===== src/rtl/rv32iex_pkg.sv =====
package rv32iex_pkg;

   // Major opcodes of the base integer set
   localparam logic [6:0] OPC_LUI    = 7'h37;
   localparam logic [6:0] OPC_AUIPC  = 7'h17;
   localparam logic [6:0] OPC_JAL    = 7'h6F;
   localparam logic [6:0] OPC_JALR   = 7'h67;
   localparam logic [6:0] OPC_BRANCH = 7'h63;
   localparam logic [6:0] OPC_LOAD   = 7'h03;
   localparam logic [6:0] OPC_STORE  = 7'h23;
   localparam logic [6:0] OPC_OPIMM  = 7'h13;
   localparam logic [6:0] OPC_OP     = 7'h33;
   localparam logic [6:0] OPC_FENCE  = 7'h0F;
   localparam logic [6:0] OPC_SYSTEM = 7'h73;

   localparam logic [31:0] WORD_ECALL  = 32'h0000_0073;
   localparam logic [31:0] WORD_EBREAK = 32'h0010_0073;

   // Branch conditions
   localparam logic [2:0] F3_BEQ  = 3'd0;
   localparam logic [2:0] F3_BNE  = 3'd1;
   localparam logic [2:0] F3_BLT  = 3'd4;
   localparam logic [2:0] F3_BGE  = 3'd5;
   localparam logic [2:0] F3_BLTU = 3'd6;
   localparam logic [2:0] F3_BGEU = 3'd7;

   // ALU operations
   localparam logic [2:0] F3_ADD  = 3'd0;
   localparam logic [2:0] F3_SLL  = 3'd1;
   localparam logic [2:0] F3_SLT  = 3'd2;
   localparam logic [2:0] F3_SLTU = 3'd3;
   localparam logic [2:0] F3_XOR  = 3'd4;
   localparam logic [2:0] F3_SR   = 3'd5;
   localparam logic [2:0] F3_OR   = 3'd6;
   localparam logic [2:0] F3_AND  = 3'd7;

   localparam logic [2:0] F3_ZERO = 3'd0;
   localparam logic [2:0] F3_LW   = 3'd2;
   localparam logic [2:0] F3_BAD_LOAD = 3'd3;
   localparam logic [2:0] F3_LHU  = 3'd5;
   localparam logic [2:0] F3_LBU  = 3'd4;

   localparam logic [6:0] F7_BASE = 7'h00;
   localparam logic [6:0] F7_ALT  = 7'h20;

   localparam logic MODE_INSTR = 1'b0;
   localparam logic MODE_DATA  = 1'b1;

   localparam logic [1:0] SIZE_BYTE = 2'd0;
   localparam logic [1:0] SIZE_HALF = 2'd1;
   localparam logic [1:0] SIZE_WORD = 2'd2;

   typedef enum logic [2:0] {
      ST_DONE,
      ST_LOAD_PEND,
      ST_ILLEGAL,
      ST_ECALL,
      ST_EBREAK,
      ST_UNEXPECTED
   } status_type;

   typedef enum logic [1:0] {
      MEM_NONE,
      MEM_READ,
      MEM_WRITE
   } mem_op_type;

   // Result item, declared from the highest bit down
   typedef struct packed {
      logic [31:0] wb_value;
      logic [4:0]  wb_reg;
      logic        wb_valid;
      logic [31:0] mem_wdata;
      logic [31:0] mem_addr;
      logic [1:0]  mem_size;
      mem_op_type  mem_op;
      logic [31:0] next_pc;
      status_type  status;
   } rsp_type;

   localparam int RSP_BITS  = $bits(rsp_type);
   localparam int RSP_BYTES = (RSP_BITS + 7) / 8;
   localparam int RSP_TDATA = RSP_BYTES * 8;

endpackage


===== src/rtl/rv32i_execute_core.sv =====
// An accepted item waits in the input register; its result is registered in the output
// register once any earlier result is taken. Throughput: one item per cycle while results
// are taken; the register file is read as an item is accepted, with a bypass from the
// item in execute, and decode and ALU sit between two registers. Reset clears the pc to
// zero, drops any pending load and marks all 32 registers as zero through valid bits
// cleared at once; a csr write loads the pc when no item is executing.
module rv32i_execute_core (
   input  logic         clock,
   input  logic         reset,
   input  logic         csr_wr_en,
   input  logic [31:0]  csr_wr_data,   // start_address
   input  logic         req_tvalid,
   output logic         req_tready,
   input  logic [63:0]  req_tdata,     // instr_word, load_data
   input  logic         req_tuser,     // mode
   output logic         rsp_tvalid,
   input  logic         rsp_tready,
   // status, next_pc, mem_op, mem_size, mem_addr, mem_wdata, wb_valid, wb_reg, wb_value
   output logic [rv32iex_pkg::RSP_TDATA-1:0] rsp_tdata
);
   import rv32iex_pkg::*;

   // Input register
   logic        in_valid_ff;
   logic        in_mode_ff;
   logic [31:0] in_instr_ff;
   logic [31:0] in_ldata_ff;
   logic [31:0] rs1_rd_ff, rs2_rd_ff;
   logic        rs1_ok_ff, rs2_ok_ff;
   logic        rs1_fwd_ff, rs2_fwd_ff;
   logic [31:0] fwd_value_ff;

   // Architectural state
   logic [31:0] rf_mem [32];
   logic [31:0] reg_ok_ff;
   logic [31:0] pc_ff;
   logic        load_wait_ff;
   logic [4:0]  load_dest_ff;
   logic [1:0]  load_size_ff;
   logic        load_signed_ff;

   // Output register
   logic        rsp_valid_ff;
   rsp_type     rsp_ff;

   logic        accept;
   logic        exec_fire;
   logic [4:0]  req_rs1, req_rs2;

   // Execute stage
   logic [31:0] w;
   logic [6:0]  opc;
   logic [4:0]  rd, rs2;
   logic [2:0]  f3;
   logic [6:0]  f7;
   logic [31:0] a, b;
   logic [31:0] immi, imms, immb, immj;
   logic        legal, wr, take;
   logic [31:0] res;
   logic [31:0] ld_ext;
   rsp_type     rsp_in;
   logic        load_wait_in;
   logic        load_issue;

   assign exec_fire  = in_valid_ff && (!rsp_valid_ff || rsp_tready);
   assign req_tready = !in_valid_ff || exec_fire;
   assign accept     = req_tvalid && req_tready;
   assign req_rs1    = req_tdata[19:15];
   assign req_rs2    = req_tdata[24:20];

   assign rsp_tvalid = rsp_valid_ff;
   assign rsp_tdata  = {{(RSP_TDATA - RSP_BITS){1'b0}}, rsp_ff};

   assign w    = in_instr_ff;
   assign opc  = w[6:0];
   assign rd   = w[11:7];
   assign f3   = w[14:12];
   assign rs2  = w[24:20];
   assign f7   = w[31:25];
   assign a    = rs1_fwd_ff ? fwd_value_ff : (rs1_ok_ff ? rs1_rd_ff : 32'd0);
   assign b    = rs2_fwd_ff ? fwd_value_ff : (rs2_ok_ff ? rs2_rd_ff : 32'd0);
   assign immi = {{20{w[31]}}, w[31:20]};
   assign imms = {{20{w[31]}}, w[31:25], w[11:7]};
   assign immb = {{19{w[31]}}, w[31], w[7], w[30:25], w[11:8], 1'b0};
   assign immj = {{11{w[31]}}, w[31], w[19:12], w[20], w[30:21], 1'b0};

   always_comb begin
      case (load_size_ff)
         SIZE_BYTE: ld_ext = {{24{load_signed_ff & in_ldata_ff[7]}}, in_ldata_ff[7:0]};
         SIZE_HALF: ld_ext = {{16{load_signed_ff & in_ldata_ff[15]}}, in_ldata_ff[15:0]};
         default:   ld_ext = in_ldata_ff;
      endcase
   end

   always_comb begin
      rsp_in       = '0;
      rsp_in.status = ST_DONE;
      rsp_in.mem_op = MEM_NONE;
      rsp_in.next_pc = pc_ff + 32'd4;
      legal        = 1'b1;
      wr           = 1'b0;
      take         = 1'b0;
      res          = '0;
      load_issue   = 1'b0;
      load_wait_in = 1'b0;

      if (in_mode_ff == MODE_DATA) begin
         rsp_in.next_pc = pc_ff;
         if (load_wait_ff) begin
            if (load_dest_ff != 5'd0) begin
               rsp_in.wb_valid = 1'b1;
               rsp_in.wb_reg   = load_dest_ff;
               rsp_in.wb_value = ld_ext;
            end
         end else begin
            rsp_in.status = ST_UNEXPECTED;
         end
      end else begin
         case (opc)
            OPC_LUI: begin
               res = {w[31:12], 12'd0};
               wr  = 1'b1;
            end
            OPC_AUIPC: begin
               res = pc_ff + {w[31:12], 12'd0};
               wr  = 1'b1;
            end
            OPC_JAL: begin
               res = pc_ff + 32'd4;
               wr  = 1'b1;
               rsp_in.next_pc = pc_ff + immj;
            end
            OPC_JALR: begin
               if (f3 != F3_ZERO) begin
                  legal = 1'b0;
               end else begin
                  res = pc_ff + 32'd4;
                  wr  = 1'b1;
                  rsp_in.next_pc = (a + immi) & ~32'd1;
               end
            end
            OPC_BRANCH: begin
               case (f3)
                  F3_BEQ:  take = (a == b);
                  F3_BNE:  take = (a != b);
                  F3_BLT:  take = ($signed(a) < $signed(b));
                  F3_BGE:  take = !($signed(a) < $signed(b));
                  F3_BLTU: take = (a < b);
                  F3_BGEU: take = (a >= b);
                  default: legal = 1'b0;
               endcase
               if (take) begin
                  rsp_in.next_pc = pc_ff + immb;
               end
            end
            OPC_LOAD: begin
               if (f3 == F3_BAD_LOAD || f3 > F3_LHU) begin
                  legal = 1'b0;
               end else begin
                  load_issue      = 1'b1;
                  rsp_in.status   = ST_LOAD_PEND;
                  rsp_in.mem_op   = MEM_READ;
                  rsp_in.mem_size = f3[1:0];
                  rsp_in.mem_addr = a + immi;
               end
            end
            OPC_STORE: begin
               if (f3 > F3_LW) begin
                  legal = 1'b0;
               end else begin
                  rsp_in.mem_op    = MEM_WRITE;
                  rsp_in.mem_size  = f3[1:0];
                  rsp_in.mem_addr  = a + imms;
                  rsp_in.mem_wdata = b;
               end
            end
            OPC_OPIMM: begin
               wr = 1'b1;
               case (f3)
                  F3_ADD:  res = a + immi;
                  F3_SLT:  res = {31'd0, $signed(a) < $signed(immi)};
                  F3_SLTU: res = {31'd0, a < immi};
                  F3_XOR:  res = a ^ immi;
                  F3_OR:   res = a | immi;
                  F3_AND:  res = a & immi;
                  F3_SLL: begin
                     if (f7 != F7_BASE) legal = 1'b0;
                     else res = a << rs2;
                  end
                  default: begin
                     if (f7 == F7_BASE) res = a >> rs2;
                     else if (f7 == F7_ALT) res = 32'($signed(a) >>> rs2);
                     else legal = 1'b0;
                  end
               endcase
            end
            OPC_OP: begin
               wr = 1'b1;
               if (f7 == F7_BASE) begin
                  case (f3)
                     F3_ADD:  res = a + b;
                     F3_SLL:  res = a << b[4:0];
                     F3_SLT:  res = {31'd0, $signed(a) < $signed(b)};
                     F3_SLTU: res = {31'd0, a < b};
                     F3_XOR:  res = a ^ b;
                     F3_SR:   res = a >> b[4:0];
                     F3_OR:   res = a | b;
                     default: res = a & b;
                  endcase
               end else if (f7 == F7_ALT && f3 == F3_ADD) begin
                  res = a - b;
               end else if (f7 == F7_ALT && f3 == F3_SR) begin
                  res = 32'($signed(a) >>> b[4:0]);
               end else begin
                  legal = 1'b0;
               end
            end
            OPC_FENCE: begin
               if (f3 != F3_ZERO) legal = 1'b0;
            end
            OPC_SYSTEM: begin
               if (w == WORD_ECALL) rsp_in.status = ST_ECALL;
               else if (w == WORD_EBREAK) rsp_in.status = ST_EBREAK;
               else legal = 1'b0;
            end
            default: legal = 1'b0;
         endcase

         if (!legal) begin
            rsp_in        = '0;
            rsp_in.status = ST_ILLEGAL;
            rsp_in.mem_op = MEM_NONE;
            rsp_in.next_pc = pc_ff;
         end else begin
            load_wait_in = load_issue;
            if (wr && rd != 5'd0) begin
               rsp_in.wb_valid = 1'b1;
               rsp_in.wb_reg   = rd;
               rsp_in.wb_value = res;
            end
         end
      end
   end

   // Register file array with reads taken as an item is accepted
   always_ff @(posedge clock) begin
      if (exec_fire && rsp_in.wb_valid) begin
         rf_mem[rsp_in.wb_reg] <= rsp_in.wb_value;
      end
      if (accept) begin
         rs1_rd_ff <= rf_mem[req_rs1];
         rs2_rd_ff <= rf_mem[req_rs2];
      end
   end

   always_ff @(posedge clock) begin
      if (accept) begin
         in_mode_ff   <= req_tuser;
         in_instr_ff  <= req_tdata[31:0];
         in_ldata_ff  <= req_tdata[63:32];
         rs1_ok_ff    <= reg_ok_ff[req_rs1];
         rs2_ok_ff    <= reg_ok_ff[req_rs2];
         // The item leaving execute writes the register file at this same edge.
         rs1_fwd_ff   <= exec_fire && rsp_in.wb_valid && (rsp_in.wb_reg == req_rs1);
         rs2_fwd_ff   <= exec_fire && rsp_in.wb_valid && (rsp_in.wb_reg == req_rs2);
         fwd_value_ff <= rsp_in.wb_value;
      end
      if (exec_fire) begin
         rsp_ff <= rsp_in;
         if (load_issue) begin
            load_dest_ff   <= rd;
            load_size_ff   <= f3[1:0];
            load_signed_ff <= !f3[2];
         end
      end
   end

   always_ff @(posedge clock) begin
      if (reset) begin
         in_valid_ff  <= 1'b0;
         rsp_valid_ff <= 1'b0;
         reg_ok_ff    <= '0;
         pc_ff        <= '0;
         load_wait_ff <= 1'b0;
      end else begin
         if (accept) begin
            in_valid_ff <= 1'b1;
         end else if (exec_fire) begin
            in_valid_ff <= 1'b0;
         end
         if (exec_fire) begin
            rsp_valid_ff <= 1'b1;
         end else if (rsp_tready) begin
            rsp_valid_ff <= 1'b0;
         end
         if (exec_fire) begin
            pc_ff        <= rsp_in.next_pc;
            load_wait_ff <= load_wait_in;
            if (rsp_in.wb_valid) begin
               reg_ok_ff[rsp_in.wb_reg] <= 1'b1;
            end
         end else if (csr_wr_en) begin
            pc_ff <= csr_wr_data;
         end
      end
   end

   // Register x0 must never be marked as written.
   a_x0_clear: assert property (@(posedge clock) disable iff (reset) !reg_ok_ff[0])
      else $error("register x0 marked as written");

   a_illegal_pc: assert property (@(posedge clock) disable iff (reset)
      exec_fire && rsp_in.status == ST_ILLEGAL |=> pc_ff == $past(pc_ff))
      else $error("illegal instruction moved the pc");

   a_load_wait: assert property (@(posedge clock) disable iff (reset)
      exec_fire && rsp_in.status == ST_LOAD_PEND |=> load_wait_ff && rsp_valid_ff)
      else $error("load issue did not leave a pending load");

   a_hold_item: assert property (@(posedge clock) disable iff (reset)
      in_valid_ff && !exec_fire |=> in_valid_ff && $stable(in_instr_ff))
      else $error("stalled item lost in execute");

endmodule


===== config.mk =====
export PLATFORM = sky130hd
export DESIGN_NAME = rv32i_execute_core
export DESIGN_NICKNAME = d
export VERILOG_FILES = /design/src/rtl/rv32iex_pkg.sv /design/src/rtl/rv32i_execute_core.sv
export SDC_FILE = /design/constraint.sdc
export NUM_CORES = 2
export LEC_CHECK = 0
export BUFFER_PORTS_ARGS = -buffer_cell sky130_fd_sc_hd__buf_2
export CAP_MARGIN = 25
export CORE_MARGIN = 5
export CORE_UTILIZATION = 50
export DETAILED_ROUTE_END_ITERATION = 6
export HOLD_SLACK_MARGIN = 0.1
export PLACE_DENSITY_LB_ADDON = 0.15
export SETUP_SLACK_MARGIN = 0.15
export SYNTH_ARGS = -nofsm -noshare
export SYNTH_HDL_FRONTEND = slang
export SYNTH_SLANG_ARGS = --single-unit

===== constraint.sdc =====
create_clock -name clock -period 6 [get_ports clock]
set_input_delay 0 -clock clock [delete_from_list [all_inputs] [get_ports clock]]
set_output_delay 0 -clock clock [all_outputs]
set_load 0.02 [all_outputs]

Word-level counts from Yosys, hierarchy flattened
Memory sizes are Yosys's and may differ from the RTL's. A register that Yosys moved wholly into a read port is not among the register bits.
Cells that the tools add are included.

word-level totals
  flip-flop bits (word level) = 317
  memories kept = 1
  output and inout port bits = 146
  memory bits (writable) = 1024
  word-level logic and storage cells = 194
  input bits = 102

cells by class
  bitwise logic cells = 11
  equal/unequal tests = 26
  shifts and indexed selects = 6
  add/subtract/negate cells = 8
  order comparisons = 11
  reductions and logical operators = 35
  muxes and demuxes = 71

memory list
  name    depth  bits a word  read ports  clocked after memory_dff  write ports  RTL line                  RTL
  rf_mem  32     32           2           2                         1            rv32i_execute_core.sv:34  logic [31:0] rf_mem [32];

operator list
  kind                     count
  $mux W32                 15
  $pmux W32 S7             2
  $add A32 B32 Y32         6
  $pmux W32 S6             1
  $mux W38                 5
  $lt A32 B32 Y1           3
  $or A32 B32 Y32          3
  $pmux W32 S3             1
  $mux W36                 2
  $pmux W36 S2             1
  $mux W35                 2
  $and A32 B32 Y32         2
  $pmux W32 S2             1
  $shl A32 B5 Y32          2
  $shr A32 B5 Y32          2
  $sshr A32 B5 Y32         2
  $xor A32 B32 Y32         2
  $add A32 B3 Y32 const B  1
  $eq A32 B21 Y1 const B   1
  $eq A32 B32 Y1           1
  $eq A32 B7 Y1 const B    1
  $ge A32 B32 Y1           1
  $lt A32 B12 Y1           1
  $ne A32 B32 Y1           1
  41 further kinds         109

Logic depth before layout (Yosys ltp)
  word-level depth = 15
  gate-level depth with buffers = 21
  mapped depth without buffers = 17

Worst setup path before layout
OpenSTA, ideal clock, no wires.

  path type = register to register
  from = reg rs2_ok_ff
  to = reg fwd_value_ff[30] (data pin)
  clock period less this slack = 6.406 ns
  path buffers = 4
  setup time = 0.483 ns
  stages on the path, launching flop included = 19
  data arrival time = 5.923 ns
  required time = 5.517 ns
  slack = -0.406 ns
  path through = edfxtp_1 nor2b_1 buf_2 a22oi_1 clkbuf_1 clkbuf_1 ha_1 buf_2 nor2b_1 o31ai_4 a211oi_4 o31ai_1 or3b_1 a21o_1 a311oi_2 o41ai_1 mux2i_1 nor3_1 o31ai_1

RTL lines
  what                      RTL line                   RTL
  start: declaration        rv32i_execute_core.sv:29   logic rs1_ok_ff, rs2_ok_ff;
  start signal: assignment  rv32i_execute_core.sv:262  rs2_ok_ff <= reg_ok_ff[req_rs2];
  end signal: assignment    rv32i_execute_core.sv:266  fwd_value_ff <= rsp_in.wb_value;
  end: declaration          rv32i_execute_core.sv:31   logic [31:0] fwd_value_ff;

Final worst setup path
  from = reg rs2_fwd_ff
  to = reg pc_ff[26]

on the way
  longest elaborated chain between the ends = 11
  elaborated cells between the ends (all ways) = 15
  those cells by class = 3 x order compare; 2 x eq/ne; 9 x mux; 1 x reduce/logical

RTL lines
  what                      RTL line                                              RTL
  start: declaration        rv32i_execute_core.sv:30                              logic rs1_fwd_ff, rs2_fwd_ff;
  start signal: assignment  rv32i_execute_core.sv:265                             rs2_fwd_ff <= exec_fire && rsp_in.wb_valid && (rsp_in.wb_reg == req_rs2);
  $mux W32 *                rv32i_execute_core.sv:81                              assign b = rs2_fwd_ff ? fwd_value_ff : (rs2_ok_ff ? rs2_rd_ff : 32'd0);
  via b[6]                  rv32i_execute_core.sv:56                              logic [31:0] a, b;
  $lt A32 B32 Y1            rv32i_execute_core.sv:146, rv32i_execute_core.sv:147
  $logic_not A1 Y1          rv32i_execute_core.sv:147                             F3_BGE: take = !($signed(a) < $signed(b));
  $pmux W1 S6 *             rv32i_execute_core.sv:143                             case (f3)
  $mux W1 *                 rv32i_execute_core.sv:119                             case (opc)
  $mux W1 *                 rv32i_execute_core.sv:107                             if (in_mode_ff == MODE_DATA) begin
  $mux W32 *                rv32i_execute_core.sv:152                             if (take) begin
  $pmux W32 S3 *            rv32i_execute_core.sv:119
  $mux W35 *                rv32i_execute_core.sv:229                             if (!legal) begin
  $mux W35 *                rv32i_execute_core.sv:107
  $mux W32 *                rv32i_execute_core.sv:296                             if (exec_fire) begin
  end signal: assignment    rv32i_execute_core.sv:297                             pc_ff <= rsp_in.next_pc;
  end signal: assignment    rv32i_execute_core.sv:303                             pc_ff <= csr_wr_data;
  end: declaration          rv32i_execute_core.sv:36                              logic [31:0] pc_ff;

Mark *: on every way through the listed nets, which the timed path passes. The rest lies on a longest branch. The select of a mux whose other input is x is not followed.
A chain may end at the register's enable or synchronous reset.

==> results list <==
- At the later pin of the worst-skew pair, clock insertion delay measures around 800 ps.
* Synthesis-stage register bit count: 1405
- Cell family contributing the most delay on the critical path: compound AO/OA/AOI/OAI gates
* Average instance area after synthesis: 12.9 um^2
- In this design, the stage delay of the slowest critical-path cell is 600 ps.
* Placeable core region: roughly 170000 um^2
- Using the TritonRoute via totals, the vias-per-cell ratio works out to slightly above 7.
* Path type of the worst setup path: reg -> reg
- Instance count of the mapped netlist: between 6k and 7k
* Cell-by-cell trace of the critical path: buf_4, a22oi_1, inv_1, ha_1, or2_2, nor4_1, and3_1, nand3_1, o211ai_1, o31ai_2, nor3_4, buf_4, nor2_1, a211oi_1, o22ai_1, a2111oi_2, dlygate4sd3_1
- Total wire length: 383 mm
- H-tree depth: 4
* Placed insts: between 9k and 10k
- The worst hold path belongs to the class in -> reg.
* Largest voltage drop on the vdd net: about 0.34 mV
- Measured along the y axis, the die boundary spans 423 um.
- Cell at the root of the clock tree: clkbuf_16
* Worst path slowest cell: a22oi_1
- Based on the critical path, the design can be clocked at up to 171 MHz.
* Critical Path RT: ~6800 ps
* Layout cells sized above 1: 25.1%
- First-pass GRT wire length: around 530 mm
- Max-cap violations in this run came to 0.
- IO Count: roughly 250
- Outcome: completed
- Count of pins over their slew limit: 0
- PortBufs: 244
- TritonCTS built the clock tree.
- Entering global routing, the biggest net connects 111 pins.
* Number of flops mapped to enable cells by yosys: 1338
* Setup violators final: 0
- Fin crit share: 97.3%
- Once the floorplan was initialized, standard cells occupied between 50% and 60% of the core.
* Grt total ovfl: 0
- The via count of the first global-routing pass was 66.7k.
- # rows: roughly 150
* Register area share after synthesis: 48.6%
* Crit path top cell by count: buf_4
* Static leakage power: around 37 nW
* Yosys warns: 0
* Worst-Margin Slew: 1160 ps
* Die area: 179000 um^2
- Clock Path Buffers: 3
- After detailed routing, the average wire length per cell comes to approximately 40 um.
- In this run the power density over the cells is between 200 and 250 nW/um^2.
- Setup repair after global routing missed its margin: no
* Relative max-transition margin: 22.2%
* Share of async-settable or async-resettable flops after synthesis: 0%
* Commonest register cell after synthesis: edfxtp_1
* Maximum net fanout on the critical path: 25
- Biggest area contributors in the synthesized netlist: edfxtp_1 47%, mux4_2 18%, ha_1 3.9%, a21oi_1 2.7%, nor2_1 2.3%
- DRC errors left: 0
- Post-detail-place hpwl: 270 mm
* CP endpoint kind: register
- Number of hold violations in the final report: 0
- After clock tree synthesis, the clock-pin slew on the worst setup and hold paths is about 60 ps.
* Detailed-route via count: 69.4k
- Number of optimization iterations in the first detailed-route pass: 7
- Library cell occupying the most area in the post-synthesis netlist: edfxtp_1
* Portion of synthesized cell area occupied by the leading cell type: between 40% and 50%
* Nets@finish: between 7k and 8k
- STA classifies the critical path startpoint as a register.
- After layout, the minimum clock period comes to approximately 6000 ps.
- Summing every instance area after synthesis gives 85500 um^2.
* Die extent in x: 423 um
* Number of DRC markers in iteration 0: between 10k and 15k
- Total negative slack for setup checks: 0 ps
- The initial antenna violation count came to 34.
- In this run the remaining antenna-violating nets after routing total 0.
- Area growth from synthesis to layout: 16.5%
- Clk_skew: 63.2 ps
* Inserted Clock Buffers: 147
- The synthesized netlist contains between 100 and 150 unique library cells.
* Number of standard cells in the layout, taps in and fillers out: 9532
* Critical path data arrival time: 6590 ps
- Critical path buffers and inverters: 4
* Global placement routability congestion: around 1.1
- CTS sink cnt: 1405
* Global Route Usage Sum: 41.8%
[layer usage]
layer	wire length (um)	vias up	GRT usage [%]
li1	-	27600	-
met1	141000	35200	55.6
met2	169000	5380	62.9
met3	44400	1125	10.2
met4	28000	16	24.2
met5	103	-	0
[path summary, 6_finish.rpt]
| kind | endpoint | cells after the start | slack (ps) | from |
|---|---|---|---|---|
| setup / recovery | pc_ff[26]$_SDFFE_PP0P_ | 17 | 160 | rs2_fwd_ff$_DFFE_PP_ |
| hold / removal | in_instr_ff[18]$_DFFE_PP_ | 2 | 180 | req_tdata[18] |
| setup reg to reg | pc_ff[26]$_SDFFE_PP0P_ | 17 | 160 | rs2_fwd_ff$_DFFE_PP_ |
| hold reg to reg | reg_ok_ff[10]$_SDFFE_PP0P_ | 1 | 480 | reg_ok_ff[10]$_SDFFE_PP0P_ |
[cell usage after synthesis, types with 11 or more instances]
library cell / instances
o22ai_1: 60
a211oi_1: 112
o311ai_0: 14
inv_1: 161
a211o_1: 17
o211ai_1: 51
a22o_1: 28
clkbuf_1: 384
nand2_1: 372
o21ai_0: 357
nor3_1: 90
buf_1: 96
and3_1: 33
nand2b_1: 28
mux2_2: 90
or3_1: 20
nor4_1: 23
a221oi_1: 48
o31a_1: 14
and2_1: 24
nand3_1: 115
o2111ai_1: 15
a22oi_1: 74
o21ai_1: 24
a21o_1: 60
edfxtp_1: 1338
a21oi_1: 456
buf_2: 40
o32ai_1: 14
xnor2_1: 126
mux4_2: 702
ha_1: 265
mux2i_1: 196
a31oi_1: 61
nand4_1: 33
o31ai_1: 32
nor2b_1: 29
nor2_1: 530
o21a_1: 74
a311oi_1: 11
o221ai_1: 40
dfxtp_1: 67
xor2_1: 53
o21bai_1: 30
[area by class of cell]
class	count	area, um^2
fillers	13400	70100
multi-input cells	4555	41900
flip-flops and latches	1405	41500
repair buffers	904	7750
clock buffers	175	3850
well taps	2218	2780
clock inverters	88	1070
inverters	174	658
diodes	13	32.5
[metrics by stage]
| stage | utilization [%] | power [mW] | hold slack, ps | cell area [um^2] | worst slack, ps |
|---|---|---|---|---|---|
| after detailed placement | 54.5 | 14.4 | 178 | 92500 | 349 |
| after floorplan | - | 13.1 | 98.9 | 85600 | 38.1 |
| after global routing | 58.7 | 24.5 | 150 | 99500 | 152 |
| after CTS | 58.6 | 23.7 | 128 | 99500 | 198 |
| final | 58.7 | 23.8 | 179 | 99600 | 162 |
| after global placement | 54.5 | 14.4 | 178 | 92400 | 183 |
[registers in the layout, indices dropped and copies added (netlist names), 2 cells and up]
register	cells
rf_mem	1024
load_size_ff	2
rsp_tdata	141
in_instr_ff	32
load_dest_ff	5
fwd_value_ff	32
pc_ff	32
in_ldata_ff	32
reg_ok_ff	32
rs2_rd_ff	32
rs1_rd_ff	32
[cells by family after synthesis]
group	count (synthesis)	synth area share (%)
mux	989	22.0
flops	1405	48.6
compound gates	1728	13.3
simple gates	1352	7.10
buf+inv	700	3.17
other cells	1	0.00439
fa+ha+maj	272	4.04
xor+xnor	179	1.83
[power by group]
part / leakage, nW / internal [mW] / switching [mW]
logic: 19.6 / 1.22 / 2.34
clock network: 2.39 / 5.40 / 3.95
registers: 15.1 / 10.7 / 0.167
total: 37.1 / 17.4 / 6.46
[timing repair]
| action | in CTS | in global routing |
|---|---|---|
| hold endpoints to repair | 139 | 0 |
| gates resized for setup | 0 | 9 |
| hold buffers | 212 | 0 |
| endpoints found under the setup margin | 0 | 85 |
| buffers inserted | 0 | 0 |
[layout by cell type, fill, tap and decap left out, drive strengths merged, types with 61 or more instances in the layout]
master	instances
mux2	91
dlygate4sd3	212
inv	170
edfxtp	1338
nor3	92
xnor2	126
o21ai	383
dfxtp	67
a31oi	61
ha	265
a21oi	457
a211oi	114
nand2	372
nand3	117
o21a	74
mux4	702
nor2	530
mux2i	196
clkinv	70
clkbuf	176
buf	691
a22oi	74
Power figures use the tool's default switching activity.
